--- src/ita_pkg.sv ---
// Shared constants, types and helper functions for the integer to ASCII converter.
// Used by ita_cell and integer_to_ascii_radix; depends on nothing else.
package ita_pkg;

	localparam int VALUE_BITS_DEF = 32;
	localparam int RADIX_W = 5;
	localparam int DIGIT_W = 4;
	localparam int CHAR_W = 7;

	localparam logic [CHAR_W-1:0] CHAR_ZERO = 7'h30;
	localparam logic [CHAR_W-1:0] CHAR_A = 7'h41;
	localparam logic [CHAR_W-1:0] CHAR_MINUS = 7'h2D;

	localparam logic [RADIX_W-1:0] DEC_BASE = 5'd10;
	localparam logic [RADIX_W-1:0] MIN_BASE = 5'd2;
	localparam logic [RADIX_W-1:0] MAX_BASE = 5'd16;
	localparam logic [RADIX_W-1:0] RADIX_RESET = DEC_BASE;

	// Control handed to every digit cell.
	typedef struct packed {
		logic clear;
		logic shift;
	} cell_ctrl_t;

	// Clamp the radix register into the supported range of bases.
	function automatic logic [RADIX_W-1:0] eff_base(input logic [RADIX_W-1:0] r);
		logic [RADIX_W-1:0] b;
		b = r;
		if (r < MIN_BASE) begin
			b = MIN_BASE;
		end else if (r > MAX_BASE) begin
			b = MAX_BASE;
		end
		return b;
	endfunction

	// ASCII code of one digit: 0-9 then A-F.
	function automatic logic [CHAR_W-1:0] digit_char(input logic [DIGIT_W-1:0] d);
		logic [CHAR_W-1:0] c;
		if (d < DIGIT_W'(DEC_BASE)) begin
			c = CHAR_ZERO + CHAR_W'(d);
		end else begin
			c = CHAR_A + CHAR_W'(d) - CHAR_W'(DEC_BASE);
		end
		return c;
	endfunction

endpackage

--- src/ita_cell.sv ---
// One digit cell of the conversion row: doubles its digit and adds the carry from below.
// Depends on ita_pkg.
module ita_cell import ita_pkg::*; (
	input  logic                clk,
	input  logic                arst_n,
	input  cell_ctrl_t          ctrl,
	input  logic [RADIX_W-1:0]  base,
	input  logic                step_in,
	input  logic                carry_in,
	input  logic [DIGIT_W-1:0]  digit_in,
	output logic                step_out,
	output logic                carry_out,
	output logic [DIGIT_W-1:0]  digit_out
);

	logic [DIGIT_W-1:0] digit_q;
	logic               carry_q;
	logic               step_q;
	logic [RADIX_W-1:0] dbl;

	// Twice the digit plus the incoming carry stays below twice the base.
	assign dbl = {digit_q, carry_in};

	always_ff @(posedge clk or negedge arst_n) begin
		if (!arst_n) begin
			digit_q <= '0;
			carry_q <= 1'b0;
			step_q  <= 1'b0;
		end else if (ctrl.clear) begin
			digit_q <= '0;
			carry_q <= 1'b0;
			step_q  <= 1'b0;
		end else if (ctrl.shift) begin
			digit_q <= digit_in;
			step_q  <= 1'b0;
		end else begin
			step_q <= step_in;
			if (step_in) begin
				if (dbl >= base) begin
					digit_q <= DIGIT_W'(dbl - base);
					carry_q <= 1'b1;
				end else begin
					digit_q <= DIGIT_W'(dbl);
					carry_q <= 1'b0;
				end
			end
		end
	end

	assign step_out  = step_q;
	assign carry_out = carry_q;
	assign digit_out = digit_q;

endmodule

--- src/integer_to_ascii_radix.sv ---
// Integer to ASCII converter, radix 2 to 16, top level. Depends on ita_pkg and ita_cell.
// The first character, a minus sign or the leading digit, is offered once the
// conversion wave has finished; each suppressed leading zero delays the first digit,
// and a minus sign is offered ahead of the digits and delays them further.
// A new value is accepted only in the idle state, so the block takes no new item until
// the skewed carry wave through the digit row and the serial shift out of all digits
// are through; output stalls hold the block longer.
// Reset: radix returns to 10, the block is idle and no result is offered.
module integer_to_ascii_radix import ita_pkg::*; #(
	parameter int VALUE_BITS = VALUE_BITS_DEF,
	localparam int S_DATA_W = ((VALUE_BITS + 7) / 8) * 8
) (
	input  logic                clk,
	input  logic                arst_n,
	// Input stream. tdata: value[VALUE_BITS-1:0], zero padding above.
	input  logic                s_axis_tvalid,
	output logic                s_axis_tready,
	input  logic [S_DATA_W-1:0] s_axis_tdata,
	// Output stream. tdata: character[6:0], zero in bit 7. tlast: last.
	output logic                m_axis_tvalid,
	input  logic                m_axis_tready,
	output logic [7:0]          m_axis_tdata,
	output logic                m_axis_tlast,
	// Radix register write port.
	input  logic                cfg_we,
	input  logic [RADIX_W-1:0]  cfg_wdata
);

	localparam int CNT_W = $clog2(2 * VALUE_BITS);
	localparam int EMIT_W = $clog2(VALUE_BITS);
	localparam logic [CNT_W-1:0] FEED_END = CNT_W'(VALUE_BITS);
	localparam logic [CNT_W-1:0] CONV_END = CNT_W'(2 * VALUE_BITS - 2);
	localparam logic [EMIT_W-1:0] EMIT_LAST = EMIT_W'(VALUE_BITS - 1);

	typedef enum logic [1:0] {ST_IDLE, ST_CONV, ST_SIGN, ST_EMIT} state_t;

	state_t                  state_q;
	logic [RADIX_W-1:0]      radix_q;
	logic [RADIX_W-1:0]      base_q;
	logic [VALUE_BITS-1:0]   val_q;
	logic [CNT_W-1:0]        conv_cnt_q;
	logic [EMIT_W-1:0]       emit_cnt_q;
	logic                    lead_q;
	logic                    m_valid_q;
	logic [CHAR_W-1:0]       m_char_q;
	logic                    m_last_q;

	logic [VALUE_BITS-1:0]   in_value;
	logic                    in_fire;
	logic [RADIX_W-1:0]      in_base;
	logic                    in_minus;
	logic                    out_free;
	logic                    out_load;
	logic                    emit_take;
	logic                    emit_show;
	cell_ctrl_t              cell_ctrl;

	logic                    step_w  [VALUE_BITS];
	logic                    carry_w [VALUE_BITS];
	logic [DIGIT_W-1:0]      digit_w [VALUE_BITS];
	logic [DIGIT_W-1:0]      top_digit;

	assign in_value = s_axis_tdata[VALUE_BITS-1:0];
	assign s_axis_tready = (state_q == ST_IDLE);
	assign in_fire = s_axis_tvalid && s_axis_tready;
	assign in_base = eff_base(radix_q);
	// Only base ten shows a sign; other bases convert the raw bit pattern.
	assign in_minus = in_value[VALUE_BITS-1] && (in_base == DEC_BASE);

	// The output register can take a new character when empty or being drained.
	assign out_free = !m_valid_q || m_axis_tready;
	assign top_digit = digit_w[VALUE_BITS-1];
	assign emit_take = (state_q == ST_EMIT) && out_free;
	// Leading zeros are shifted out silently, except the final digit so zero prints "0".
	assign emit_show = emit_take &&
		!(lead_q && (top_digit == '0) && (emit_cnt_q != EMIT_LAST));
	// A new character enters the output register: the minus sign or a shown digit.
	assign out_load = ((state_q == ST_SIGN) && out_free) || emit_show;

	assign cell_ctrl.clear = in_fire;
	assign cell_ctrl.shift = emit_take;

	// The digit row, least significant digit in cell 0. During conversion the value's
	// bits enter cell 0 most significant first; each cell doubles its digit modulo the
	// base and passes the overflow one cell up through its carry register, so a carry
	// wave sweeps the row. During output the row shifts up one cell per digit taken.
	for (genvar k = 0; k < VALUE_BITS; k++) begin : g_cell
		if (k == 0) begin : g_first
			ita_cell u_cell (
				.clk      (clk),
				.arst_n   (arst_n),
				.ctrl     (cell_ctrl),
				.base     (base_q),
				.step_in  ((state_q == ST_CONV) && (conv_cnt_q < FEED_END)),
				.carry_in (val_q[VALUE_BITS-1]),
				.digit_in ('0),
				.step_out (step_w[k]),
				.carry_out(carry_w[k]),
				.digit_out(digit_w[k])
			);
		end else begin : g_next
			ita_cell u_cell (
				.clk      (clk),
				.arst_n   (arst_n),
				.ctrl     (cell_ctrl),
				.base     (base_q),
				.step_in  (step_w[k-1]),
				.carry_in (carry_w[k-1]),
				.digit_in (digit_w[k-1]),
				.step_out (step_w[k]),
				.carry_out(carry_w[k]),
				.digit_out(digit_w[k])
			);
		end
	end

	// Sequencer: capture, conversion wave, optional sign, then serial digit output.
	always_ff @(posedge clk or negedge arst_n) begin
		if (!arst_n) begin
			state_q    <= ST_IDLE;
			radix_q    <= RADIX_RESET;
			base_q     <= DEC_BASE;
			val_q      <= '0;
			conv_cnt_q <= '0;
			emit_cnt_q <= '0;
			lead_q     <= 1'b1;
			m_valid_q  <= 1'b0;
			m_char_q   <= '0;
			m_last_q   <= 1'b0;
		end else begin
			if (cfg_we) begin
				radix_q <= cfg_wdata;
			end
			if (out_load) begin
				m_valid_q <= 1'b1;
			end else if (m_axis_tready) begin
				m_valid_q <= 1'b0;
			end
			case (state_q)
				ST_IDLE: begin
					if (in_fire) begin
						// Negation wraps, so the most negative value becomes 2^(VALUE_BITS-1).
						val_q      <= in_minus ? VALUE_BITS'(-in_value) : in_value;
						base_q     <= in_base;
						lead_q     <= in_minus;
						conv_cnt_q <= '0;
						state_q    <= ST_CONV;
					end
				end
				ST_CONV: begin
					if (conv_cnt_q < FEED_END) begin
						val_q <= val_q << 1;
					end
					conv_cnt_q <= conv_cnt_q + 1'b1;
					if (conv_cnt_q == CONV_END) begin
						emit_cnt_q <= '0;
						lead_q     <= 1'b1;
						// lead_q held the sign flag through the conversion.
						state_q    <= lead_q ? ST_SIGN : ST_EMIT;
					end
				end
				ST_SIGN: begin
					if (out_free) begin
						m_char_q  <= CHAR_MINUS;
						m_last_q  <= 1'b0;
						state_q   <= ST_EMIT;
					end
				end
				ST_EMIT: begin
					if (emit_take) begin
						emit_cnt_q <= emit_cnt_q + 1'b1;
						if (emit_show) begin
							m_char_q  <= digit_char(top_digit);
							m_last_q  <= (emit_cnt_q == EMIT_LAST);
							lead_q    <= 1'b0;
						end
						if (emit_cnt_q == EMIT_LAST) begin
							state_q <= ST_IDLE;
						end
					end
				end
				default: begin
					state_q <= ST_IDLE;
				end
			endcase
		end
	end

	assign m_axis_tvalid = m_valid_q;
	assign m_axis_tdata  = {1'b0, m_char_q};
	assign m_axis_tlast  = m_last_q;

endmodule
--- config.mk ---
export PLATFORM = sky130hd
export DESIGN_NAME = integer_to_ascii_radix
export DESIGN_NICKNAME = d
export VERILOG_FILES = /design/src/ita_pkg.sv /design/src/ita_cell.sv /design/src/integer_to_ascii_radix.sv
export SDC_FILE = /design/constraint.sdc
export NUM_CORES = 1
export LEC_CHECK = 0
export BUFFER_PORTS_ARGS = -buffer_cell sky130_fd_sc_hd__buf_2
export CAP_MARGIN = 10
export CORE_MARGIN = 10
export CORE_UTILIZATION = 41
export DETAILED_ROUTE_END_ITERATION = 10
export PLACE_DENSITY = 0.56
export SYNTH_ARGS = -nofsm -noshare
export SYNTH_HDL_FRONTEND = slang
export SYNTH_SLANG_ARGS = --single-unit
export TNS_END_PERCENT = 50
--- constraint.sdc ---
create_clock -name clk -period 4.35 [get_ports clk]
set_clock_uncertainty 0.2 [all_clocks]
set_input_delay 0.435 -clock clk [delete_from_list [all_inputs] [get_ports clk]]
set_output_delay 0.435 -clock clk [all_outputs]
set_load 0.01 [all_outputs]
# Word level (Yosys, flattened, before mapping)
# Cells that the tools add are included.
# totals
out_inout_bits	11
rom_bits	0
mem_bits_rw	0
regBits	255
latch_bits	0
mem_count	0
inputBits	42
# op_classes
n_mux	348
n_reduce_logical	120
bitwise_logic	0
div_mod_pow	0
eq_ne	15
multipliers	0
shift	0
add_sub_neg	38
order_cmp	36
# ops
operator	count
4-bit two-way mux	128
1-bit two-way mux	196
5-bit >= comparator	32
4-bit subtractor	32
3-bit nonzero test	33
32-bit two-way mux	3
2-bit nonzero test	35
2-bit AND reduction	33
32-bit one-hot mux with 2 select lines	1
32-bit negation	1
7-bit two-way mux	4
5-bit two-way mux	4
7-bit one-hot mux with 2 select lines	1
6-bit one-hot mux with 2 select lines	1
2-bit two-way mux	5
5-bit one-hot mux with 2 select lines	1
5-bit AND reduction	2
1-bit logical AND	8
2-bit by 1-bit inequality test with 1-bit output (second input constant)	4
2-bit inequality test (second input constant)	4
2-bit one-hot mux with 4 select lines	1
6-bit by 4-bit adder with 7-bit output (first input constant)	1
7-bit by 4-bit adder with 7-bit output (first input constant)	1
7-bit by 4-bit subtractor with 7-bit output (second input constant)	1
other kinds (21)	25

# Longest topological paths before layout
# Gate-level depths: netlist of the first run.
# depth
depth_word	8
ltp_mapped	11

# Cells and area by module
# A second synthesis of the first run with hierarchy kept.
# hier_totals
hier_cells	2347
hier_area_um2	21250.4
# by_module_without_submodules
module	cells_each	area_each_um2	seq_area_each_um2	instances
ita_cell at g_cell[11].g_next.u_cell ...	59	540.5	150.1	24
ita_cell at g_cell[0].g_first.u_cell ...	59	525.5	150.1	8
integer_to_ascii_radix	459	4073.9	1632.8	1

# Least setup slack after synthesis of the first run
# No wires, ideal clock.
# synth_timing
kind	register to register
start	register base_q[1]
end	register g_cell[1].g_next.u_cell.digit_q[0]
synth_period_minus_slack_ps	3779
path_buffers	0
stages_incl_launch_ff	7
path_slack_ps	571
arrival_ps	3479
required_ps	4051
path_cell_list	dfstp_2 inv_1 ha_1 a31oi_1 o21ai_1 mux2_2 a311oi_1
# synth_via
elab_chain_cells	5
# synth_lines
element	line	source
start: declaration	integer_to_ascii_radix.sv:39	logic [RADIX_W-1:0] base_q;
start signal: assignment	integer_to_ascii_radix.sv:144	base_q <= in_base;
5-bit >= comparator	ita_cell.sv:39	if (dbl >= base) begin
4-bit two-way mux	ita_cell.sv:39	
4-bit two-way mux	ita_cell.sv:38	if (step_in) begin
4-bit two-way mux	ita_cell.sv:33	end else if (ctrl.shift) begin
4-bit two-way mux	ita_cell.sv:29	end else if (ctrl.clear) begin
end signal: assignment	ita_cell.sv:34	digit_q <= digit_in;
end signal: assignment	ita_cell.sv:40	digit_q <= DIGIT_W'(dbl - base);
end signal: assignment	ita_cell.sv:43	digit_q <= DIGIT_W'(dbl);
end: declaration	ita_cell.sv:16	logic [DIGIT_W-1:0] digit_q;
# No other way between the ends. The select of a mux whose other input is x is not followed.
# A chain may end at the register's enable or synchronous reset.

# Worst setup path in the final report of the first run
# Same ends and word-level chain as after synthesis.

==> results of run 1 <==
## worst max-delay path, cell delays in order (launching register included)
cell,delay [ps]
dfstp_4,460
inv_2,280
buf_4,480
ha_1,250
a21o_1,120
a31oi_1,40
o21ai_1,470
mux2_2,400
a311oi_1,240
## how the worst max path moves through the flow
stage | startpoint | to | slack, ps | cells past startpoint
final | base_q[1] | g_cell[1].g_next.u_cell.digit_out[0] | 1300 | 8
after detailed placement | base_q[1] | g_cell[1].g_next.u_cell.digit_out[0] | 1290 | 8
after CTS | base_q[1] | g_cell[1].g_next.u_cell.digit_out[0] | 1300 | 8
after floorplan | base_q[1] | g_cell[1].g_next.u_cell.digit_out[0] | 570 | 6
after global placement | state_q[0] | val_q[14] | 1360 | 7
after global routing | state_q[0] | val_q[30] | 1030 | 8
## where the power goes
group          internal (mW)  total [mW]  switching (mW)
registers               2.58        2.81           0.232
clock network           1.84        2.95            1.11
logic                  0.733        1.59           0.856
total                   5.15        7.35            2.20
## sequential cells by signal, indices dropped and copies added, names as in the netlist
register / flops
radix_q: 5
g_cell.g_first.u_cell.step_out: 1
g_cell.g_first.u_cell.digit_out: 4
g_cell.g_next.u_cell.carry_out: 30
lead_q: 1
base_q: 5
emit_cnt_q: 5
m_char_q: 7
g_cell.g_next.u_cell.digit_out: 124
m_axis_tvalid: 1
g_cell.g_next.u_cell.step_out: 30
g_cell.g_first.u_cell.carry_out: 1
state_q: 2
m_axis_tlast: 1
val_q: 32
conv_cnt_q: 6
## cell families after synthesis
group | after synthesis
compound gates | 652
xor+xnor | 52
fa+ha+maj | 203
buf+inv | 221
flops | 255
mux | 111
other cells | 1
simple gates | 685
## final cells by class
cell class | count | area share, %
clock buffers | 56 | 5.10
repair buffers | 91 | 3.13
multi-input cells | 1704 | 56.0
well taps | 607 | 3.53
clock inverters | 7 | 0.407
inverters | 120 | 2.09
flip-flops and latches | 255 | 29.7
## cell usage after synthesis, drive strengths merged, types with 4 or more instances
| master | count |
|---|---|
| inv | 120 |
| o22ai | 9 |
| nand2b | 39 |
| nor2b | 39 |
| o211ai | 30 |
| ha | 171 |
| clkbuf | 82 |
| a311oi | 33 |
| o21a | 119 |
| fa | 32 |
| and3 | 86 |
| or3 | 66 |
| a21o | 34 |
| mux2 | 7 |
| or2 | 5 |
| dfstp | 5 |
| nand4 | 4 |
| a211oi | 50 |
| buf | 19 |
| nand2 | 196 |
| a31oi | 40 |
| mux2i | 104 |
| a21oi | 116 |
| o31ai | 9 |
| o21ai | 183 |
| xor2 | 8 |
| dfrtp | 250 |
| nor3 | 95 |
| nor2 | 105 |
| a22o | 4 |
| xnor2 | 44 |
| nor4 | 12 |
| nand3 | 21 |
## layer usage
metal	vias to the layer above	share of wire [%]
li1	7988	-
met1	7904	47
met2	229	48
met3	63	3.4
met4	0	1.7
met5	-	0
## metrics by stage
step                cells  utilization, %
detailed placement   2764            43.5
CTS                  2840            46.3
global route         2840            46.3
finish               2840            46.3
floorplan            2180               -
global placement     2764            43.5
==> reports/qor.yml, run 1 <==
min_path:
  min-delay-path-class: "primary input to flip-flop"
  min_from: "s_axis_tdata[20]"
  min_path_cells: 3
  hold_end: "val_q[20]"
drt:
  vias_per_cell: 5.70
  drt-pass1-iter-count: 5
  drt-total-wl_mm: 50.5
  postRouteAntennaNets: 0
  drt_iter0_markers: 863
  vias: 16200
  avgRoutedWirePerCell_um: 17.8
  drc_errors: 0
logic_synthesis:
  synthSimpleGateAreaFrac_pct: 18.1
  synth_top_family_by_area: "compound AO/OA/AOI/OAI gates"
  synth_fa_ha_area_share_pct: 14.4
  synth_xor_area_share_pct: 2.37
  yosysSeqAreaShare_pct: 33.2
  syn_inst: 2180
  synth_mux_area_share_pct: 5.82
  syn_area_per_cell_um2: 8.83
  synth_edf_count: 0
  synth_ff_type: "dfrtp_1"
  synthTopCellsByArea: "dfrtp_1, ha_1, mux2i_1"
  ys_types: 68
  synth_top_cell_area_share_pct: 32.5
  synthArstFlopShare_pct: 100
  synth_compound_area_share_pct: 21.7
  synth_area_um2: 19300
  yosysWarnings: 0
  ys_ff_latch: 255
  yosysTopAreaCell: "dfrtp_1"
  syn_nets: 2425
cts:
  cts-root-buf: "clkbuf_16"
  cts_sinks: 255
  path_clk_slew_ps: 60
  cts_buffer_depth: 3
  postCtsSetupBuffers: 0
  insertion_delay_ps: 540
  cts_buffers: 35
  htreeDepth: 2
  cts_hold_buffers: 13
  cts_tree: "yes"
  cts-resized-gates: 0
power:
  leakagePower_nw: 9.52
  power_density_nw_per_um2: 342
  power.total_mw: 7.35
  peakVddDrop_mv: 0.235
critical_path:
  crit_arrival_ps: 3290
  critPathLaunchType: "flip-flop"
  rr_worst_depth: 8
  crit_type: "flip-flop to flip-flop"
  r2r_slack_ps: 1300
  required_ps: 4590
  r2r-end: "g_cell[1].g_next.u_cell.digit_out[0]"
  r2r-start: "base_q[1]"
  cp-end-kind: "flip-flop"
  crit_fanout: 23
final_layout:
  syn2layout_area_growth_pct: 11.7
  layout_commonest_cell: "dfrtp_1"
  num-fill-cells: 4525
  nets: 2452
  post_route_cells_drive_above_1_share_pct: 7.39
  regArea_um2: 6390
  multi_input_area_um2: 12100
  finalInstanceArea_um2: 21500
  num_antenna_cells: 0
  final_cell_mix: "dfrtp_1, nand2_1, ha_1, o21ai_0, o21a_1"
global_routing:
  grtUsageTotal_pct: 18.0
  grt_pass1_vias: 16500
  top_usage_layer: "met2"
  gr-usage-met3_pct: 2.89
  gr-usage-met1_pct: 23.6
  grt_overflow: 0
  grt_pass1_wl_mm: 85.7
  antenna_found_initial: 0
  grt_max_degree: 121
  use_met2_pct: 30.6
floorplanning:
  core_um2: 46500
  die_w_um: 237
  die_h_um: 237
  start_util_pct: 41.4
  ios: 53
  num_rows: 79
  die-area_um2: 56000
sta:
  setup_slack_ps: 1300
  fin_crit_sh_pct: 70.0
  whs_ps: 26.0
  worstMarginPinSlew_ps: 1000
  slew_viol_final: 0
  setup_tns_ps: 0
  finalSetupViolCount: 0
  grt_setup_unrepaired: "no"
  max_slew_margin_pct: 33.4
  post-route-min-period_ps: 3050
  fmax_mhz: 328
  hold_viol_final: 0
placement:
  portBuffers: 51
  hpwl_mm: 32.8
  dpl_cell_area_um2: 20200
  gp_congestion: 0.808
  place_ws_ps: 1290
outcome:
  run_status: "finished clean"
flow_run:
  drv_cap: 0
Power figures use the tool's default switching activity.
==> run 2: changes to the inputs <==
Settings changed: ABC_AREA from default to 1, PLACE_DENSITY 0.56 to 0.58.
Clock period 4.35 ns to 2.63 ns, I/O delays scaled along.
==> run 2 against run 1 <==
Against the previous run: die area increased by 3.1%; via count increased by 17%; synthesized area increased by 3.4%; cell count increased by 25%; count of clock-buffer cells in the layout decreased by 3; global-route usage increased by 1.1 points; wire length increased by 9.0%; hold slack improved by 36 ps; design area increased by 6.9%; maximum frequency increased by 23%; critical path type unchanged; largest cell class unchanged.
==> reports/qor.yml, run 2 <==
critical_path:
  required_ps: 2860  # was 4590 ps
  crit_path_top_delay_cell: "dfstp_4"  # was buf_4
  crit_fanout: 28  # was 23
  cp-end-kind: "flip-flop"  # unchanged
  critPathLaunchType: "flip-flop"  # unchanged
  rr_worst_depth: 10  # was 8
  crit_arrival_ps: 2700  # was 3290 ps
  r2r-start: "base_q[1]"  # unchanged
  crit_type: "flip-flop to flip-flop"  # unchanged
  r2r-end: "g_cell[4].g_next.u_cell.digit_out[2]"  # was g_cell[1].g_next.u_cell.digit_out[0]
  crit_path_max_incr_delay_ps: 640  # was 480 ps
  r2r_slack_ps: 160  # was 1300 ps
  path_cells: "clkinvlp_4 -> buf_12 -> ha_1 -> nand2_1 -> inv_1 -> nand4_1 -> nand3_1 -> nand2_1 -> nand3_1 -> a21oi_1"  # was inv_2 -> buf_4 -> ha_1 -> a21o_1 -> a31oi_1 -> o21ai_1 -> mux2_2 -> a311oi_1
final_layout:
  layout_commonest_cell: "nand2_1"  # was dfrtp_1
  nets: 3152  # was 2,452
  final_cell_mix: "nand2_1, inv_1, nor2_1, dfrtp_1, nand3_1"  # was dfrtp_1, nand2_1, ha_1, o21ai_0, o21a_1
  post_route_cells_drive_above_1_share_pct: 6.89  # was 7.39%
  syn2layout_area_growth_pct: 15.6  # was 11.7%
  finalInstanceArea_um2: 23000  # was 21,500 µm²
  final_core_util_pct: 48.1  # was 46.3%
  largest_register_ffs: 124  # unchanged
logic_synthesis:
  synth_fa_ha_area_share_pct: 14.0  # was 14.4%
  synth_top_family_by_area: "simple AND/OR/NAND/NOR gates"  # was compound AO/OA/AOI/OAI gates
  ys_ff_latch: 255  # unchanged
  yosysTopAreaCell: "dfrtp_1"  # unchanged
  syn_inst: 2778  # was 2,180
  synth_edf_count: 0  # unchanged
  yosys-top-cells-count: "nand2_1, inv_1, nor2_1"  # was dfrtp_1, nand2_1, ha_1
  synthArstFlopShare_pct: 100  # unchanged
  synth_mux_area_share_pct: 0.0566  # was 5.82%
  yosysWarnings: 0  # unchanged
  synth_xor_area_share_pct: 2.90  # was 2.37%
  synth_ff_type: "dfrtp_1"  # unchanged
  synthTopCellsByArea: "dfrtp_1, nand2_1, ha_1"  # was dfrtp_1, ha_1, mux2i_1
  synth_area_um2: 19900  # was 19,300 µm²
  ys_types: 44  # was 68
  syn_area_per_cell_um2: 7.16  # was 8.83 µm²
  yosysSeqAreaShare_pct: 32.1  # was 33.2%
  synth_top_cell_area_share_pct: 31.4  # was 32.5%
  yosysMostFrequentCell: "nand2_1"  # was dfrtp_1
  synthSimpleGateAreaFrac_pct: 28.3  # was 18.1%
  syn_nets: 3023  # was 2,425
  synth_compound_area_share_pct: 12.5  # was 21.7%
drt:
  drt_iter0_markers: 1266  # was 863
  avgRoutedWirePerCell_um: 15.5  # was 17.8 µm
  vias: 18900  # was 16,200
  postRouteAntennaNets: 0  # unchanged
  vias_per_cell: 5.33  # was 5.70
  drt-total-wl_mm: 55.1  # was 50.5 mm
  drc_errors: 0  # unchanged
  drt-pass1-iter-count: 6  # was 5
floorplanning:
  num_rows: 80  # was 79
  die-area_um2: 57800  # was 56,000 µm²
  die_w_um: 240  # was 237 µm
  core_um2: 47800  # was 46,500 µm²
  start_util_pct: 41.6  # was 41.4%
  ios: 53  # unchanged
  die_h_um: 240  # was 237 µm
sta:
  max_slew_margin_pct: 61.0  # was 33.4%
  hold_viol_final: 0  # unchanged
  fin_crit_sh_pct: 94.0  # was 70.0%
  slew_viol_final: 0  # unchanged
  post-route-min-period_ps: 2470  # was 3050 ps
  finalSetupViolCount: 0  # unchanged
  fmax_mhz: 405  # was 328 MHz
  worstMarginPinSlew_ps: 585  # was 1000 ps
global_routing:
  antenna_found_initial: 1  # was 0
  grt_pass1_wl_mm: 92.6  # was 85.7 mm
  grt_max_degree: 66  # was 121
  grt_overflow: 0  # unchanged
  grt_pass1_vias: 18900  # was 16,500
  grtUsageTotal_pct: 19.2  # was 18.0%
cts:
  path_clk_slew_ps: 60  # about the same
  htreeDepth: 2  # unchanged
  cts_tree: "yes"  # unchanged
  cts_buffers: 35  # unchanged
  cts-root-buf: "clkbuf_16"  # unchanged
  postCtsSetupBuffers: 0  # unchanged
  cts_buffer_depth: 3  # unchanged
  insertion_delay_ps: 550  # was 540 ps
  cts_sinks: 255  # unchanged
outcome:
  run_status: "finished clean"  # unchanged
flow_run:
  drv_cap: 0  # unchanged
placement:
  gp_congestion: 0.900  # was 0.808
  hpwl_mm: 38.1  # was 32.8 mm
  portBuffers: 51  # unchanged
  dpl_cell_area_um2: 21300  # was 20,200 µm²
min_path:
  min-delay-path-class: "primary input to asynchronous set/reset pin"  # was primary input to flip-flop
run 2: layout make-up:
type	instances	area, µm²
fill	4800	24800
multi-input combinational	2006	11600
sequential	255	6390
inverter	458	1730
timing repair buffer	151	1360
clock buffer	53	1040
tap	615	769
clock inverter	9	115
antenna	2	5.00
run 2: kinds of logic after synthesis:
family,after synthesis
flip-flops,255
AO/OA/AOI/OAI,453
other,1
buffers and inverters,517
adder cells (fa/ha/maj),203
AND/OR/NAND/NOR,1282
XOR/XNOR,66
multiplexers,1
run 2: metrics by stage:
stage | instances | worst slack (ps) | hold slack [ps] | setup TNS (ps)
2_1_floorplan | 2778 | -450 | -233 | -67360
3_3_place_gp | 3436 | 219 | 66.2 | 0
3_5_place_dp | 3436 | 147 | 70.1 | 0
4_1_cts | 3547 | 130 | 101 | 0
5_1_grt | 3548 | -1.22 | 131 | -1.22
6_report | 3549 | 158 | 61.7 | 0
run 2: how the worst max path moves through the flow:
stage / from / to / slack, ps
after floorplan: base_q[1] / g_cell[1].g_next.u_cell.digit_out[0] / -450
after global placement: base_q[3] / g_cell[19].g_next.u_cell.digit_out[2] / 220
after detailed placement: base_q[3] / g_cell[20].g_next.u_cell.digit_out[0] / 150
after CTS: base_q[3] / g_cell[20].g_next.u_cell.digit_out[0] / 130
after global routing: base_q[1] / g_cell[20].g_next.u_cell.digit_out[0] / -1
final: base_q[1] / g_cell[4].g_next.u_cell.digit_out[2] / 160
run 2: timing repair:
item                                   4_1_cts  5_1_grt
gates resized for setup                      0        8
hold buffers                                49        0
endpoints found under the hold margin      293        0
setup endpoints to repair                    0       25
run 2: routing by layer:
metal | up-vias | GRT usage [%] | wire length [µm]
met1 | 8936 | 25.1 | 25800
met2 | 385 | 32.1 | 25700
met4 | 0 | 5.44 | 1270
li1 | 9485 | - | -
met3 | 101 | 2.86 | 2340
met5 | - | 0 | 0
run 2: critical path: cells and delay by family, from the launching register on:
kind	cells	cell delay [ps]
AO/OA/AOI/OAI	1	70
AND/OR/NAND/NOR	5	710
buffers and inverters	3	370
flip-flops	1	640
adder cells (fa/ha/maj)	1	350
Power of run 2 is left out: the tool's default activity adds up to more than one toggle a clock period on the data nets, which glitch-free logic cannot reach.
